<file path="src/rtl/websocket_frame_deframer_assert.svh">
// Assertion macros for the WebSocket frame deframer.
`ifndef WEBSOCKET_FRAME_DEFRAMER_ASSERT_SVH
`define WEBSOCKET_FRAME_DEFRAMER_ASSERT_SVH
`ifndef ASSERT_OFF
`define WSDF_ASSERT_SAME(lbl, ant, cons, msg) \
    lbl: assert property (@(posedge clk) disable iff (!rst_n) (ant) |-> (cons)) \
        else $error(msg);
`define WSDF_ASSERT_NEXT(lbl, ant, cons, msg) \
    lbl: assert property (@(posedge clk) disable iff (!rst_n) (ant) |=> (cons)) \
        else $error(msg);
`else
`define WSDF_ASSERT_SAME(lbl, ant, cons, msg)
`define WSDF_ASSERT_NEXT(lbl, ant, cons, msg)
`endif
`endif

</file>
<file path="src/rtl/wsdf_pkg.sv">
// Types, codes and constants of the WebSocket frame deframer.
package wsdf_pkg;

    localparam int          MSG_LEN_BITS_DEF  = 32;
    localparam int          MAX_W             = 32;
    localparam logic [31:0] MSG_LIMIT_RESET   = 32'd65536;
    localparam logic [6:0]  LEN_EXT16         = 7'd126;
    localparam logic [6:0]  LEN_EXT64         = 7'd127;
    localparam logic [6:0]  CTRL_MAX_LEN      = 7'd125;
    localparam logic [2:0]  EXT16_BYTES       = 3'd2;
    localparam logic [2:0]  EXT64_BYTES       = 3'd0;

    typedef enum logic [2:0] {
        PH_HDR0,
        PH_HDR1,
        PH_EXT,
        PH_KEY,
        PH_PAYLOAD
    } phase_t;

    typedef enum logic [3:0] {
        OP_CONT   = 4'h0,
        OP_TEXT   = 4'h1,
        OP_BINARY = 4'h2,
        OP_CLOSE  = 4'h8,
        OP_PING   = 4'h9,
        OP_PONG   = 4'hA
    } opcode_t;

    typedef enum logic [1:0] {
        KIND_DATA  = 2'd0,
        KIND_PING  = 2'd1,
        KIND_CLOSE = 2'd2
    } kind_t;

    typedef enum logic [3:0] {
        ST_OK          = 4'd0,
        ST_TOO_LONG    = 4'd1,
        ST_UNMASKED    = 4'd2,
        ST_BAD_CONTROL = 4'd3,
        ST_STRAY_CONT  = 4'd4,
        ST_MSG_OPEN    = 4'd5,
        ST_MSG_LONG    = 4'd6,
        ST_BAD_OPCODE  = 4'd7,
        ST_CLOSED      = 4'd8
    } status_t;

    typedef struct packed {
        logic [7:0] out_byte;
        logic       has_byte;
        kind_t      kind;
        logic       frame_last;
        logic       message_end;
        status_t    status;
    } result_t;

    function automatic kind_t kind_of(input logic [3:0] op);
        kind_t k;
        k = KIND_DATA;
        if (op == OP_PING)
        begin
            k = KIND_PING;
        end
        else if (op == OP_CLOSE)
        begin
            k = KIND_CLOSE;
        end
        return k;
    endfunction

endpackage

</file>
<file path="src/rtl/wsdf_byte_if.sv">
// Byte channel carrying received stream words.
interface wsdf_byte_if;
    logic       valid;
    logic       ready;
    logic [7:0] rx_byte;

    modport source (output valid, output rx_byte, input ready);
    modport sink (input valid, input rx_byte, output ready);
endinterface

</file>
<file path="src/rtl/wsdf_result_if.sv">
// Result channel carrying deframed payload words and markers.
interface wsdf_result_if;
    logic       valid;
    logic       ready;
    logic [7:0] out_byte;
    logic       has_byte;
    logic [1:0] kind;
    logic       frame_last;
    logic       message_end;
    logic [3:0] status;

    modport source (output valid, output out_byte, output has_byte, output kind,
                    output frame_last, output message_end, output status, input ready);
    modport sink (input valid, input out_byte, input has_byte, input kind,
                  input frame_last, input message_end, input status, output ready);
endinterface

</file>
<file path="src/rtl/websocket_frame_deframer.sv">
// WebSocket client-to-server frame deframer top level.
//
// Usage: received stream words enter on rx (valid/ready), one byte per word.
// Results leave on tx (valid/ready): unmasked payload bytes of data, ping and
// close frames, empty-frame markers, and a single status word on an error.
// The message size limit is written through cfg_we/cfg_data; the user must do
// so only while idle, which the block does not enforce. A word accepted from rx
// is held in the input register and decoded, and its result, if any, is offered
// from the result register. Throughput: one word per cycle while tx does not
// stall, set by the single decode stage between the input and result registers.
// Reset clears the parser, the open-message state and the halt flag and sets
// the message size limit to 65536. When tx stalls, the result register holds
// its word; the input register takes one more word if it is empty, then rx
// ready drops. After a close frame or any error, every further word is
// consumed silently until reset.
`include "websocket_frame_deframer_assert.svh"
module websocket_frame_deframer
    import wsdf_pkg::*;
#(
    parameter int MSG_LEN_BITS = MSG_LEN_BITS_DEF
)
(
    input  logic              clk,
    input  logic              rst_n,
    input  logic              cfg_we,
    input  logic [MAX_W-1:0]  cfg_data,
    wsdf_byte_if.sink         rx,
    wsdf_result_if.source     tx
);

    localparam int CNT_W = (MSG_LEN_BITS < MAX_W) ? MSG_LEN_BITS : MAX_W;
    localparam int CMP_W = MAX_W + 1;

    logic [MAX_W-1:0] msg_limit_reg;

    logic             in_valid_reg, in_valid_next;
    logic [7:0]       in_byte_reg;

    phase_t           phase_reg, phase_next;
    logic             fin_reg, fin_next;
    logic [3:0]       opcode_reg, opcode_next;
    logic             masked_reg, masked_next;
    logic [63:0]      raw_length_reg, raw_length_next;
    logic [2:0]       len_left_reg, len_left_next;
    logic [31:0]      mask_key_reg, mask_key_next;
    logic [1:0]       mask_index_reg, mask_index_next;
    logic [CNT_W-1:0] payload_left_reg, payload_left_next;
    logic             msg_open_reg, msg_open_next;
    logic [CNT_W-1:0] msg_bytes_reg, msg_bytes_next;
    logic             halted_reg, halted_next;

    logic             out_valid_reg, out_valid_next;
    result_t          out_res_reg;
    result_t          res;
    logic             emit;

    logic             step_go;
    logic             work;

    logic [63:0]      raw_cand;
    logic             masked_cand;
    status_t          len_status;
    logic             raw_over;
    logic             ctrl_bad;

    logic             hdr_data;
    logic [CNT_W:0]   total;
    logic             total_over;
    status_t          hdr_status;

    logic [7:0]       key_byte;
    logic [7:0]       unmasked;
    logic             pay_last;

    assign step_go = in_valid_reg && (!out_valid_reg || tx.ready);
    assign work    = step_go && !halted_reg;
    assign rx.ready = !in_valid_reg || step_go;

    assign in_valid_next = (rx.valid && rx.ready) || (in_valid_reg && !step_go);

    assign raw_cand    = (phase_reg == PH_HDR1) ? 64'(in_byte_reg[6:0])
                                                : {raw_length_reg[55:0], in_byte_reg};
    assign masked_cand = (phase_reg == PH_HDR1) ? in_byte_reg[7] : masked_reg;
    assign raw_over    = (|raw_cand[63:MAX_W]) || (raw_cand[MAX_W-1:0] > msg_limit_reg)
                         || (|raw_cand[63:MSG_LEN_BITS]);
    assign ctrl_bad    = opcode_reg[3] && ((|raw_cand[63:7]) || (raw_cand[6:0] > CTRL_MAX_LEN)
                                           || !fin_reg);

    always_comb
    begin
        if (raw_over)
        begin
            len_status = ST_TOO_LONG;
        end
        else if (!masked_cand)
        begin
            len_status = ST_UNMASKED;
        end
        else if (ctrl_bad)
        begin
            len_status = ST_BAD_CONTROL;
        end
        else
        begin
            len_status = ST_OK;
        end
    end

    assign total      = {1'b0, msg_bytes_reg} + {1'b0, raw_length_reg[CNT_W-1:0]};
    assign total_over = (CMP_W'(total) > CMP_W'(msg_limit_reg))
                        || ((MSG_LEN_BITS <= MAX_W) ? total[CNT_W] : 1'b0);

    always_comb
    begin
        hdr_data   = 1'b0;
        hdr_status = ST_OK;
        case (opcode_reg)
            OP_CONT:
            begin
                hdr_data = 1'b1;
                if (!msg_open_reg)
                begin
                    hdr_status = ST_STRAY_CONT;
                end
            end
            OP_TEXT, OP_BINARY:
            begin
                hdr_data = 1'b1;
                if (msg_open_reg)
                begin
                    hdr_status = ST_MSG_OPEN;
                end
            end
            OP_CLOSE, OP_PING, OP_PONG:
            begin
                hdr_data = 1'b0;
            end
            default:
            begin
                hdr_status = ST_BAD_OPCODE;
            end
        endcase
        if (hdr_data && hdr_status == ST_OK && total_over)
        begin
            hdr_status = ST_MSG_LONG;
        end
    end

    always_comb
    begin
        case (mask_index_reg)
            2'd0:    key_byte = mask_key_reg[31:24];
            2'd1:    key_byte = mask_key_reg[23:16];
            2'd2:    key_byte = mask_key_reg[15:8];
            default: key_byte = mask_key_reg[7:0];
        endcase
    end

    assign unmasked = in_byte_reg ^ key_byte;
    assign pay_last = (payload_left_reg == CNT_W'(1));

    always_comb
    begin
        phase_next        = phase_reg;
        fin_next          = fin_reg;
        opcode_next       = opcode_reg;
        masked_next       = masked_reg;
        raw_length_next   = raw_length_reg;
        len_left_next     = len_left_reg;
        mask_key_next     = mask_key_reg;
        mask_index_next   = mask_index_reg;
        payload_left_next = payload_left_reg;
        msg_open_next     = msg_open_reg;
        msg_bytes_next    = msg_bytes_reg;
        halted_next       = halted_reg;
        emit              = 1'b0;
        res               = '{out_byte: 8'd0, has_byte: 1'b0, kind: KIND_DATA,
                              frame_last: 1'b0, message_end: 1'b0, status: ST_OK};
        if (work)
        begin
            case (phase_reg)
                PH_HDR0:
                begin
                    fin_next    = in_byte_reg[7];
                    opcode_next = in_byte_reg[3:0];
                    phase_next  = PH_HDR1;
                end
                PH_HDR1, PH_EXT:
                begin
                    masked_next = masked_cand;
                    if (phase_reg == PH_HDR1 &&
                        (in_byte_reg[6:0] == LEN_EXT16 || in_byte_reg[6:0] == LEN_EXT64))
                    begin
                        raw_length_next = '0;
                        len_left_next   = (in_byte_reg[6:0] == LEN_EXT16) ? EXT16_BYTES
                                                                          : EXT64_BYTES;
                        phase_next      = PH_EXT;
                    end
                    else
                    begin
                        raw_length_next = raw_cand;
                        len_left_next   = (phase_reg == PH_EXT) ? len_left_reg - 3'd1
                                                                : len_left_reg;
                        if (phase_reg == PH_HDR1 || len_left_reg == 3'd1)
                        begin
                            if (len_status != ST_OK)
                            begin
                                halted_next = 1'b1;
                                emit        = 1'b1;
                                res.status  = len_status;
                            end
                            else
                            begin
                                phase_next      = PH_KEY;
                                mask_index_next = 2'd0;
                                mask_key_next   = '0;
                            end
                        end
                    end
                end
                PH_KEY:
                begin
                    mask_key_next   = {mask_key_reg[23:0], in_byte_reg};
                    mask_index_next = mask_index_reg + 2'd1;
                    if (mask_index_reg == 2'd3)
                    begin
                        if (hdr_status != ST_OK)
                        begin
                            halted_next = 1'b1;
                            emit        = 1'b1;
                            res.status  = hdr_status;
                        end
                        else
                        begin
                            if (hdr_data)
                            begin
                                msg_open_next  = !fin_reg;
                                msg_bytes_next = fin_reg ? '0 : total[CNT_W-1:0];
                            end
                            payload_left_next = raw_length_reg[CNT_W-1:0];
                            if (raw_length_reg[CNT_W-1:0] != '0)
                            begin
                                phase_next = PH_PAYLOAD;
                            end
                            else
                            begin
                                phase_next = PH_HDR0;
                                if (opcode_reg == OP_CLOSE)
                                begin
                                    halted_next    = 1'b1;
                                    emit           = 1'b1;
                                    res.kind       = KIND_CLOSE;
                                    res.frame_last = 1'b1;
                                    res.status     = ST_CLOSED;
                                end
                                else if (opcode_reg != OP_PONG)
                                begin
                                    emit            = 1'b1;
                                    res.kind        = kind_of(opcode_reg);
                                    res.frame_last  = 1'b1;
                                    res.message_end = hdr_data && fin_reg;
                                end
                            end
                        end
                    end
                end
                PH_PAYLOAD:
                begin
                    mask_index_next   = mask_index_reg + 2'd1;
                    payload_left_next = payload_left_reg - CNT_W'(1);
                    if (pay_last)
                    begin
                        phase_next = PH_HDR0;
                    end
                    if (opcode_reg != OP_PONG)
                    begin
                        emit           = 1'b1;
                        res.out_byte   = unmasked;
                        res.has_byte   = 1'b1;
                        res.kind       = kind_of(opcode_reg);
                        res.frame_last = pay_last;
                        if (opcode_reg == OP_CLOSE)
                        begin
                            if (pay_last)
                            begin
                                halted_next = 1'b1;
                                res.status  = ST_CLOSED;
                            end
                        end
                        else
                        begin
                            res.message_end = pay_last && fin_reg &&
                                (opcode_reg inside {OP_CONT, OP_TEXT, OP_BINARY});
                        end
                    end
                end
                default:
                begin
                    phase_next = PH_HDR0;
                end
            endcase
        end
    end

    assign out_valid_next = emit || (out_valid_reg && !tx.ready);

    always_ff @(posedge clk or negedge rst_n)
    begin
        if (!rst_n)
        begin
            msg_limit_reg    <= MSG_LIMIT_RESET;
            in_valid_reg     <= 1'b0;
            phase_reg        <= PH_HDR0;
            fin_reg          <= 1'b0;
            opcode_reg       <= '0;
            masked_reg       <= 1'b0;
            raw_length_reg   <= '0;
            len_left_reg     <= '0;
            mask_key_reg     <= '0;
            mask_index_reg   <= '0;
            payload_left_reg <= '0;
            msg_open_reg     <= 1'b0;
            msg_bytes_reg    <= '0;
            halted_reg       <= 1'b0;
            out_valid_reg    <= 1'b0;
        end
        else
        begin
            if (cfg_we)
            begin
                msg_limit_reg <= cfg_data;
            end
            in_valid_reg     <= in_valid_next;
            phase_reg        <= phase_next;
            fin_reg          <= fin_next;
            opcode_reg       <= opcode_next;
            masked_reg       <= masked_next;
            raw_length_reg   <= raw_length_next;
            len_left_reg     <= len_left_next;
            mask_key_reg     <= mask_key_next;
            mask_index_reg   <= mask_index_next;
            payload_left_reg <= payload_left_next;
            msg_open_reg     <= msg_open_next;
            msg_bytes_reg    <= msg_bytes_next;
            halted_reg       <= halted_next;
            out_valid_reg    <= out_valid_next;
        end
    end

    always_ff @(posedge clk)
    begin
        if (rx.valid && rx.ready)
        begin
            in_byte_reg <= rx.rx_byte;
        end
        if (emit)
        begin
            out_res_reg <= res;
        end
    end

    assign tx.valid       = out_valid_reg;
    assign tx.out_byte    = out_res_reg.out_byte;
    assign tx.has_byte    = out_res_reg.has_byte;
    assign tx.kind        = out_res_reg.kind;
    assign tx.frame_last  = out_res_reg.frame_last;
    assign tx.message_end = out_res_reg.message_end;
    assign tx.status      = out_res_reg.status;

    `WSDF_ASSERT_SAME(a_error_halts, out_valid_reg && out_res_reg.status != ST_OK, halted_reg, "non-ok status without halt")
    `WSDF_ASSERT_NEXT(a_halt_silent, halted_reg && !(out_valid_reg && !tx.ready), !out_valid_reg, "result after halt")
    `WSDF_ASSERT_SAME(a_payload_count, phase_reg == PH_PAYLOAD, payload_left_reg != '0, "payload phase with zero count")

endmodule
</file>
<file path="src/flat_wrapper.sv">
// flat-port wrapper written by rule: the top's interface ports become plain ports
module websocket_frame_deframer_flat import wsdf_pkg::*;
#(
    parameter int MSG_LEN_BITS = MSG_LEN_BITS_DEF
)
  (clk, rst_n, cfg_we, cfg_data, rx_valid, rx_rx_byte, rx_ready, tx_valid, tx_out_byte, tx_has_byte, tx_kind, tx_frame_last, tx_message_end, tx_status, tx_ready);
  wsdf_byte_if rx_i ();
  wsdf_result_if tx_i ();
  input  logic clk;
  input  logic rst_n;
  input  logic cfg_we;
  input  logic [MAX_W-1:0] cfg_data;
  input wire logic [$bits(rx_i.valid)-1:0] rx_valid;
  input wire logic [$bits(rx_i.rx_byte)-1:0] rx_rx_byte;
  output wire logic [$bits(rx_i.ready)-1:0] rx_ready;
  output wire logic [$bits(tx_i.valid)-1:0] tx_valid;
  output wire logic [$bits(tx_i.out_byte)-1:0] tx_out_byte;
  output wire logic [$bits(tx_i.has_byte)-1:0] tx_has_byte;
  output wire logic [$bits(tx_i.kind)-1:0] tx_kind;
  output wire logic [$bits(tx_i.frame_last)-1:0] tx_frame_last;
  output wire logic [$bits(tx_i.message_end)-1:0] tx_message_end;
  output wire logic [$bits(tx_i.status)-1:0] tx_status;
  input wire logic [$bits(tx_i.ready)-1:0] tx_ready;
  assign rx_i.valid = rx_valid;
  assign rx_i.rx_byte = rx_rx_byte;
  assign rx_ready = rx_i.ready;
  assign tx_valid = tx_i.valid;
  assign tx_out_byte = tx_i.out_byte;
  assign tx_has_byte = tx_i.has_byte;
  assign tx_kind = tx_i.kind;
  assign tx_frame_last = tx_i.frame_last;
  assign tx_message_end = tx_i.message_end;
  assign tx_status = tx_i.status;
  assign tx_i.ready = tx_ready;
  websocket_frame_deframer #(.MSG_LEN_BITS(MSG_LEN_BITS)) u_core (.clk(clk), .rst_n(rst_n), .cfg_we(cfg_we), .cfg_data(cfg_data), .rx(rx_i), .tx(tx_i));
endmodule
</file>
<file path="config.mk">
export PLATFORM = sky130hd
export DESIGN_NAME = websocket_frame_deframer_flat
export DESIGN_NICKNAME = d
export VERILOG_FILES = /design/src/rtl/wsdf_pkg.sv /design/src/rtl/wsdf_byte_if.sv /design/src/rtl/wsdf_result_if.sv /design/src/rtl/websocket_frame_deframer.sv /design/src/flat_wrapper.sv
export VERILOG_INCLUDE_DIRS = /design/src /design/src/rtl
export SDC_FILE = /design/constraint.sdc
export NUM_CORES = 1
export LEC_CHECK = 0
export ABC_AREA = 1
export BUFFER_PORTS_ARGS = -buffer_cell sky130_fd_sc_hd__buf_2
export CORE_MARGIN = 3
export CORE_UTILIZATION = 45
export CTS_BUF_LIST = sky130_fd_sc_hd__clkbuf_2 sky130_fd_sc_hd__clkbuf_4 sky130_fd_sc_hd__clkbuf_8
export CTS_CLUSTER_DIAMETER = 60
export DETAILED_ROUTE_END_ITERATION = 6
export PLACE_DENSITY = 0.72
export SYNTH_ARGS = -nofsm -noshare
export SYNTH_HDL_FRONTEND = slang
export SYNTH_SLANG_ARGS = --single-unit
</file>
<file path="constraint.sdc">
create_clock -name clk -period 4.45 [get_ports clk]
set_input_delay 0.89 -clock clk [delete_from_list [all_inputs] [get_ports clk]]
set_output_delay 0.89 -clock clk [all_outputs]
set_load 0.1 [all_outputs]
</file>
# Word-level counts from Yosys, hierarchy flattened

Cells that the tools add are included.

Add/sub/neg operators: 4
Reduce and logical (&&, ||, !) cells: 60
$lt $le $gt $ge: 3
Bitwise logic cells: 2
Mux-type cells: 76
Equal/unequal tests: 30

Operators by type and width:

| operator                | number |
|---|---|
| $mux W32                | 6 |
| $pmux W32 S2            | 2 |
| $mux W64                | 1 |
| $reduce_or A57 Y1       | 1 |
| $mux W56                | 1 |
| $mux W4                 | 12 |
| $mux W3                 | 12 |
| $add A32 B32 Y33        | 1 |
| $gt A33 B32 Y1          | 1 |
| $eq A32 B1 Y1 const B   | 1 |
| $gt A32 B32 Y1          | 1 |
| $reduce_bool A32 Y1     | 1 |
| $reduce_or A32 Y1       | 1 |
| $sub A32 B1 Y32 const B | 1 |
| $mux W1                 | 24 |
| $pmux W4 S3             | 2 |
| $pmux W8 S3             | 1 |
| $mux W8                 | 2 |
| $reduce_and A5 Y1       | 3 |
| $eq A7 B7 Y1 const B    | 2 |
| $mux W2                 | 7 |
| $eq A4 B4 Y1 const B    | 3 |
| $logic_and A1 B1 Y1     | 12 |
| $ne A2 B1 Y1 const B    | 6 |
| 36 further kinds        | 71 |

Input bits: 45
Logic and storage cells: 197
Bits in registers: 227

# Depth between registers and ports, before layout

Gate-level depths: netlist (run 1).

Word-level depth: 16
Mapped depth: 34

# Least setup slack after synthesis (run 1)

OpenSTA, ideal clock, no wires.

Kind: register -> register
Start: register u_core.raw_length_reg[0]
End: register u_core.out_res_reg, in the netlist u_core.tx.frame_last (enable)
Arrival: 3.901 ns
Setup time: 0.369 ns
Slack: 0.181 ns
Cell stages (with the launch flop): 31
Buffers on the path: 0
Clock period less this slack: 4.269 ns
Cells stage by stage: dfrtp_1 ha_1 inv_1 fa_1 nand3b_1 nand2_1 a21oi_1 o21ai_0 a21boi_0 o21ai_0 nand2_1 nand2_1 xor2_1 inv_1 ha_1 nand4_1 a21oi_1 nor2_1 nand2_1 nand2_1 nand2_1 nand2_1 nand2_1 nand2_1 nand2_1 nand2_2 nand3_1 nand2_1 nand2_1 nand2_1 inv_1

Cells in the longest elaborated chain, start to end: 14
Elaborated cells between the ends (all ways): 27
Those cells by class: add/sub: 1; order compare: 2; mux: 13; reduce/logical: 11

RTL lines:

| what                                                      | line                            | RTL |
|---|---|---|
| from (decl)                                               | websocket_frame_deframer.sv:43  | `logic [63:0] raw_length_reg, raw_length_next;` |
| from (signal assigned)                                    | websocket_frame_deframer.sv:338 | `raw_length_reg <= raw_length_next;` |
| branches (longest 12 deep; another with $add A32 B32 Y33) | -                               |  |
| $pmux W1 S3 *                                             | websocket_frame_deframer.sv:181 | `case (phase_reg)` |
| $mux W1 *                                                 | websocket_frame_deframer.sv:179 | `if (work)` |
| net u_core.emit                                           | websocket_frame_deframer.sv:55  | `logic emit;` |
| to (signal assigned)                                      | websocket_frame_deframer.sv:358 | `out_res_reg <= res;` |
| to (decl)                                                 | websocket_frame_deframer.sv:53  | `result_t out_res_reg;` |

Mark *: on every way through the listed nets, which the timed path passes.
A chain may end at the register's enable or synchronous reset.

# Final worst setup path (run 1)

Start: register u_core.raw_length_reg[0]
End: register u_core.payload_left_reg[16]

Cells in the longest elaborated chain, start to end: 8

RTL lines:

| what                          | line                            | RTL |
|---|---|---|
| $add A32 B32 Y33 *            | websocket_frame_deframer.sv:109 | `assign total = {1'b0, msg_bytes_reg} + {1'b0, raw_length_reg[CNT_W-1:0]};` |
| $gt A33 B32 Y1                | websocket_frame_deframer.sv:110 | `assign total_over = (CMP_W'(total) > CMP_W'(msg_limit_reg))` |
| $logic_or A1 B1 Y1 *          | websocket_frame_deframer.sv:111 | `\|\| ((MSG_LEN_BITS <= MAX_W) ? total[CNT_W] : 1'b0);` |
| $logic_and A1 B1 Y1 *         | websocket_frame_deframer.sv:143 | `if (hdr_data && hdr_status == ST_OK && total_over)` |
| $mux W4 *                     | websocket_frame_deframer.sv:143 |  |
| $reduce_bool A4 Y1 *          | websocket_frame_deframer.sv:227 | `if (hdr_status != ST_OK)` |
| $ne A2 B2 Y1 (no line) *      | -                               |  |
| $reduce_and A4 Y1 (no line) * | -                               |  |
| to (signal assigned)          | websocket_frame_deframer.sv:342 | `payload_left_reg <= payload_left_next;` |
| to (decl)                     | websocket_frame_deframer.sv:47  | `logic [CNT_W-1:0] payload_left_reg, payload_left_next;` |

Every way passes the cells marked *; elsewhere a longest branch is shown, timed or not.

==> results.sh, run 1 <==
export IMPL_status="finished clean"
export IMPL_synth_ff_type="dfrtp_1"
export IMPL_instances_no_fill=2526
export IMPL_layout_min_cycle_time_ns=4.41
export IMPL_fin_skew_ns=0.0402
export IMPL_io_pin_count=64
export IMPL_gp_congestion=0.998
export IMPL_syn_area_sq_um=14700
export IMPL_syn_num_nets=2111
export IMPL_final_net_count=2210
export IMPL_netlist_instances=1960
export IMPL_wl_per_cell_um=17.0
export IMPL_power_w=0.00458
export IMPL_drv_slew=0
export IMPL_cts_tree="built"
export IMPL_seq_area_sq_um=5810
export IMPL_critPathKind="flip-flop to flip-flop"
export IMPL_finalSetupViolCount=0
export IMPL_area_delta_synth_final_pct=16.6
export IMPL_drt_initial_drc_count=1157
export IMPL_core_area_sq_um=31900
export IMPL_min_path_type="primary input to async pin"
export IMPL_maxCapViolations=0
export IMPL_grt_pass1_vias=12800
export IMPL_drt_wl_total_um=43100
export IMPL_utilization=0.539
export IMPL_multi_input_area_sq_um=8100
export IMPL_cp_top_family="simple AND/OR/NAND/NOR gates"
export IMPL_synth_cell_types=54
export IMPL_rsz0062_at_grt="true"
export IMPL_critical_path_arrival_ns=4.84
export IMPL_overflow=0
export IMPL_dp_cells=2437
export IMPL_leakagePower_nw=8.83
export IMPL_grtUsageTotal=0.234
export IMPL_initial_core_util=0.462
export IMPL_slowest_delay_ns=0.43
export IMPL_cts_root_buf="clkbuf_8"
export IMPL_io_buffer_count=63
export IMPL_synth_edf_count=25
export IMPL_cts_htree_levels=2
export IMPL_dr_pass1_iters=6
export IMPL_clk_transition_reported_paths_ns=0.06
export IMPL_clkLatencyLatePin_ns=0.57
export IMPL_die_area_sq_um=34900
export IMPL_antenna_cells=0
export IMPL_synth_seq_cells=227
export IMPL_synth_avg_cell_area_sq_um=7.51
export IMPL_place_hpwl_um=30600
export IMPL_yosysSeqAreaShare=0.394
export IMPL_grt_max_degree=102
export IMPL_setup_tns_final_ns=0
export IMPL_slew_headroom=0.0951
export IMPL_cts_buffer_depth=3
export IMPL_power_density_nw_per_um2=267
export IMPL_vias_per_cell=5.43
export IMPL_clkSinkCount=227
export IMPL_grt_pass1_wl_um=67100
export IMPL_drc=0
export IMPL_die_y_um=187
export IMPL_antenna_left=0
export IMPL_cts_made_buffers=42
export IMPL_vias=13700
export IMPL_crit_fanout=8
export IMPL_setup_slack_ns=0.0351
export IMPL_required_ns=4.87
export IMPL_cpMostUsedCell="nand2_2"
export IMPL_largest_register_ffs=56
export IMPL_drive_gt1_frac=0.178
export IMPL_worstSetupStartpointType="flip-flop"
export IMPL_ys_warn_count=0
export IMPL_ir_drop_uv=213
export IMPL_pre_cts_ws_ns=-0.154
export IMPL_crit_path_top_delay_cell="nor4_2"
export IMPL_async_flop_share=0.890
export IMPL_fmax_ghz=0.227
export IMPL_fillers=3037
export IMPL_final_hold_viol_count=0
export IMPL_antenna_found_initial=1
export IMPL_period_share=0.992
export IMPL_die_w_um=187
export IMPL_tightest_slew_ns=1.35
export IMPL_endpoint_kind="flip-flop"
export IMPL_path_buf_inv=4
export IMPL_row_count=65
==> through the flow <==
step                hold WS, ns  instance area [sq um]
global placement          0.443                  15700
global route              0.449                  17200
CTS                       0.443                  16600
floorplan                 0.422                  14700
finish                    0.401                  17200
detailed placement        0.450                  15700
==> path summary, 6_finish.rpt <==
kind / depth (start not counted) / slack [ns] / from / end
max: 27 / 0.04 / u_core.raw_length_reg[0] / u_core.payload_left_reg[16]
min: 1 / 0.40 / rst_n / u_core.msg_limit_reg[27]
max reg2reg: 27 / 0.04 / u_core.raw_length_reg[0] / u_core.payload_left_reg[16]
min reg2reg: 2 / 0.46 / u_core.halted_reg / u_core.halted_reg
max in group asynchronous: 2 / 3.13 / rst_n / u_core.raw_length_reg[55]
min in group clk: 2 / 0.46 / u_core.halted_reg / u_core.halted_reg
==> repair_timing <==
| action | 4_1_cts | 5_1_grt |
|---|---|---|
| pin swaps | 1 | 22 |
| setup endpoints to repair | 90 | 94 |
| setup buffers | 0 | 8 |
| hold buffers | 0 | 0 |
| resized for setup | 3 | 116 |
| cloned | 0 | 6 |
==> cells in the mapped netlist, drive strengths merged, types with 2 or more instances <==
master	count	area [sq um]
nand2	599	2330
inv	235	882
dfrtp	201	5030
o21ai	178	1010
nor2	151	574
ha	105	1310
nand3	100	518
a21oi	89	445
clkbuf	36	135
buf	29	193
nand4	29	188
xor2	29	254
edfxtp	25	751
nor3	24	125
o22ai	20	125
nand3b	19	143
nor4	18	113
o31ai	9	67.6
xnor2	9	78.8
a22o	8	70.1
o21bai	6	45.0
a21o	5	37.5
o21a	5	37.5
a21boi	4	30.0
a31oi	3	18.8
or2	3	18.8
a211oi	2	15.0
a22oi	2	15.0
a31o	2	17.5
clkinv	2	8.75
nor3b	2	15.0
o211ai	2	15.0
==> metal layers <==
layer	vias to the layer above	global-route usage	wire, um
li1	6620	-	-
met1	6499	0.324	18700
met4	2	0.0925	1660
met2	470	0.372	19700
met5	-	0	13
met3	114	0.0352	2890
==> final cells by class <==
class	count	area share
timing repair buffer	120	0.0531
clock buffer	58	0.0436
inverter	237	0.0521
clock inverter	18	0.00926
multi-input combinational	1431	0.472
sequential	227	0.338
tap	435	0.0317
==> report_power, final <==
group          internal, W  total (W)  switching (W)
registers          0.00213    0.00214      0.0000121
clock network      0.00122    0.00217       0.000948
logic            0.0000953   0.000280       0.000185
==> layout by cell type, fill, tap and decap left out, drive strengths merged, types with 6 or more instances in the layout <==
| master | instances |
|---|---|
| nand2 | 599 |
| inv | 238 |
| dfrtp | 201 |
| o21ai | 178 |
| nor2 | 151 |
| buf | 115 |
| ha | 105 |
| nand3 | 100 |
| a21oi | 89 |
| clkbuf | 63 |
| nand4 | 29 |
| xor2 | 29 |
| edfxtp | 25 |
| nor3 | 24 |
| o22ai | 20 |
| nand3b | 19 |
| nor4 | 18 |
| clkinv | 13 |
| xnor2 | 9 |
| o31ai | 9 |
| a22o | 8 |
| o21bai | 6 |
==> kinds of logic (layout without fill, tap and decap cells) <==
group / count (synthesis) / after routing / share of synthesized area
buffers and inverters: 302 / 433 / 0.0828
xor gates and xnor gates: 38 / 38 / 0.0226
and+or+nand+nor: 948 / 948 / 0.274
AOI/OAI and AO/OA: 338 / 338 / 0.135
adders and majority gates: 106 / 106 / 0.0906
DFF: 227 / 227 / 0.394
muxes: 1 / 1 / 0.000765
(Power assumes the default switching activity.)
==> run 2, diff against run 1 <==
ABC_AREA = not set   (was 1)
CORE_ASPECT_RATIO = 1.1   (was not set)
==> run 2 against run 1 <==
The run now ends with design-rule violations left. Count of clock-buffer cells in the layout grew 14. Power increased by 0.65%. Largest power group unchanged. Global-route usage rose by 0.42 points. Combinational power shrank 11%. Worst hold slack got worse by 0.084 ns. Final cell count shrank 14%. Via count decreased by 9.6%. Critical endpoint is now u_core.msg_bytes_reg[30]. Non-clock buffer count is 111 higher. Sequential power about the same.
==> results.sh, run 2 <==
export IMPL_io_buffer_count=63
export IMPL_switchingPower_w=0.00111
export IMPL_cts_made_buffers=42
export IMPL_drive_gt1_frac=0.263
export IMPL_path_buf_inv=4
export IMPL_p_int_w=0.00350
export IMPL_worstSetupStartpointType="flip-flop"
export IMPL_cts_root_buf="clkbuf_8"
export IMPL_drt_wl_total_um=41000
export IMPL_drt_initial_drc_count=970
export IMPL_p_clk_frac=0.480
export IMPL_busiest_layer="met2"
export IMPL_maxCapViolations=0
export IMPL_io_pin_count=64
export IMPL_final_net_count=1868
export IMPL_r2r_start="u_core.msg_bytes_reg[0]"
export IMPL_sw_frac_of_total=0.241
export IMPL_cpMostUsedCell="buf_12"
export IMPL_clkSinkCount=227
export IMPL_required_ns=4.96
export IMPL_area_delta_synth_final_pct=24.6
export IMPL_tightest_slew_ns=1.28
export IMPL_antenna_found_initial=1
export IMPL_grt_util_met2=0.386
export IMPL_drc=1
export IMPL_critical_path_arrival_ns=4.93
export IMPL_async_flop_share=0.890
export IMPL_violations="design-rule violations"
export IMPL_final_hold_viol_count=0
export IMPL_clkLatencyLatePin_ns=0.60
export IMPL_antenna_cells=0
export IMPL_final_cell_mix="nand2_1, dfrtp_1, buf_4"
export IMPL_rsz0062_at_grt="true"
export IMPL_instances_no_fill=2164
export IMPL_grt_pass1_vias=12100
export IMPL_synth_ff_type="dfrtp_1"
export IMPL_final_common_cell="nand2_1"
export IMPL_use_met1=0.323
export IMPL_clk_transition_reported_paths_ns=0.06
export IMPL_overflow=0
export IMPL_vias_per_cell=5.73
export IMPL_vias=12400
export IMPL_core_area_sq_um=30700
export IMPL_die_y_um=192
export IMPL_synth_avg_cell_area_sq_um=9.36
export IMPL_syn_num_nets=1656
export IMPL_placed_area_sq_um=15900
export IMPL_slowest_delay_ns=0.40
export IMPL_largest_register_ffs=56
export IMPL_fin_area_sq_um=17500
export IMPL_cp_cell_sequence="ha_4, inv_2, fa_2, nand2b_4, a211oi_2, o211ai_1, a21oi_2, nor2_1, o21ai_1, xor2_1, ha_1, a21oi_1, nor2b_1, a2111oi_2, and4b_1, a22o_4, buf_4, nand4_4, buf_12, nor2_4, buf_12, a22o_1"
export IMPL_rrSetupSlack_ns=0.03
export IMPL_cp_top_family="compound AO/OA/AOI/OAI gates"
export IMPL_p_seq_frac=0.466
export IMPL_netlist_instances=1505
export IMPL_place_hpwl_um=29000
export IMPL_setup_tns_final_ns=0
export IMPL_grt_max_degree=88
export IMPL_row_count=67
export IMPL_dr_pass1_iters=7
export IMPL_gp_congestion=0.969
export IMPL_cts_buffer_depth=3
export IMPL_leakagePower_nw=8.11
export IMPL_critPathKind="flip-flop to flip-flop"
export IMPL_fin_skew_ns=0.0300
export IMPL_grt_pass1_wl_um=64500
export IMPL_yosysTopAreaCell="dfrtp_1"
export IMPL_r2r_end="u_core.msg_bytes_reg[30]"
export IMPL_synth_cell_types=96
export IMPL_crit_path_top_delay_cell="dfrtp_1"
export IMPL_initial_core_util=0.459
export IMPL_wl_per_cell_um=18.9
export IMPL_slew_headroom=0.143
export IMPL_synth_top_area_frac=0.357
export IMPL_min_path_type="primary input to async pin"
export IMPL_worst_r2r_path_depth=22
export IMPL_cts_htree_levels=2
export IMPL_met3_usage=0.0366
export IMPL_netlist_top_cells_area="dfrtp_1, ha_1, nand2_1"
export IMPL_crit_fanout=7
export IMPL_synth_edf_count=25
export IMPL_grtUsageTotal=0.239
export IMPL_finalSetupViolCount=0
export IMPL_synth_common_cells="nand2_1, dfrtp_1, o21ai_0"
export IMPL_period_share=0.992
export IMPL_combPwrFrac=0.054
export IMPL_ys_warn_count=0
export IMPL_cts_tree="built"
export IMPL_die_area_sq_um=33400
export IMPL_ir_drop_uv=262
export IMPL_layout_min_cycle_time_ns=4.42
export IMPL_drv_slew=0
export IMPL_fmax_ghz=0.226
export IMPL_antenna_left=0
export IMPL_status="finished with violations"
export IMPL_endpoint_kind="flip-flop"
export IMPL_synth_most_common_cell="nand2_1"
export IMPL_die_w_um=175
export IMPL_power_density_nw_per_um2=263
export IMPL_synth_seq_cells=227
export IMPL_dp_cells=2068
export IMPL_syn_area_sq_um=14100
export IMPL_postCtsHoldBufs=0
export IMPL_yosysSeqAreaShare=0.412
-- run 2: final cells by class --
type / instances / area, sq um
Clock inverter: 5 / 70.1
Clock buffer: 72 / 866
Multi-Input combinational cell: 1120 / 8170
Tap cell: 414 / 518
Timing Repair Buffer: 231 / 1760
Inverter: 95 / 358
Fill cell: 2672 / 13100
Sequential cell: 227 / 5810
-- run 2: per-layer routing --
layer / share of wire / wire (um)
met2: 0.46 / 18800
met5: 0.00032 / 13
met4: 0.041 / 1660
met1: 0.43 / 17800
met3: 0.066 / 2700
-- run 2: cell families after synthesis --
| group | synth area share |
|---|---|
| muxes | 0.0535 |
| xor gates and xnor gates | 0.0236 |
| and+or+nand+nor | 0.183 |
| AOI/OAI and AO/OA | 0.185 |
| DFF | 0.412 |
| buffers and inverters | 0.0475 |
| adders and majority gates | 0.0947 |
-- run 2: worst max-delay path by stage --
stage | start | end | slack, ns | cells past startpoint
final | u_core.msg_bytes_reg[0] | u_core.msg_bytes_reg[30] | 0.03 | 22
after CTS | u_core.raw_length_reg[0] | u_core.tx.out_byte[0] | -0.009 | 22
after detailed placement | u_core.msg_bytes_reg[0] | u_core.tx.out_byte[0] | -0.40 | 21
after floorplan | u_core.raw_length_reg[0] | u_core.tx.frame_last | 0.002 | 21
after global routing | u_core.msg_bytes_reg[20] | u_core.msg_bytes_reg[12] | -0.15 | 18
after global placement | u_core.msg_bytes_reg[0] | u_core.payload_left_reg[23] | -0.24 | 21
-- run 2: what timing repair did --
action                                  4_1_cts  5_1_grt
endpoints found under the setup margin       93       94
gates resized for setup                      32       73
cloned                                        1        3
pin swaps                                    25       55
setup buffers                                13        5
-- run 2: metrics by stage --
step	util	worst slack, ns	hold WS (ns)	power (W)
2_1_floorplan	-	0.00210	0.427	0.00230
3_3_place_gp	0.517	-0.240	0.464	0.00243
3_5_place_dp	0.517	-0.399	0.470	0.00243
4_1_cts	0.557	-0.00873	0.346	0.00467
5_1_grt	0.572	-0.153	0.369	0.00480
6_report	0.572	0.0338	0.318	0.00461
-- run 2: worst register-to-register path, stage by stage, from the launching register on --
cell and delay (ns):
dfrtp_1 0.40, ha_4 0.17, inv_2 0.04, fa_2 0.34, nand2b_4 0.17, a211oi_2 0.22, o211ai_1 0.20, a21oi_2 0.24
nor2_1 0.09, o21ai_1 0.16, xor2_1 0.24, ha_1 0.28, a21oi_1 0.13, nor2b_1 0.07, a2111oi_2 0.31, and4b_1 0.27
a22o_4 0.17, buf_4 0.13, nand4_4 0.11, buf_12 0.21, nor2_4 0.14, buf_12 0.14, a22o_1 0.12
-- run 2: power by group through the flow --
stage	sequential (W)	clock [W]	combinational [W]
after global routing	0.00215	0.00236	0.000282
after detailed placement	0.00219	0	0.000244
final	0.00215	0.00221	0.000248
after CTS	0.00215	0.00227	0.000249
after floorplan	0.00218	0	0.000120
after global placement	0.00219	0	0.000237
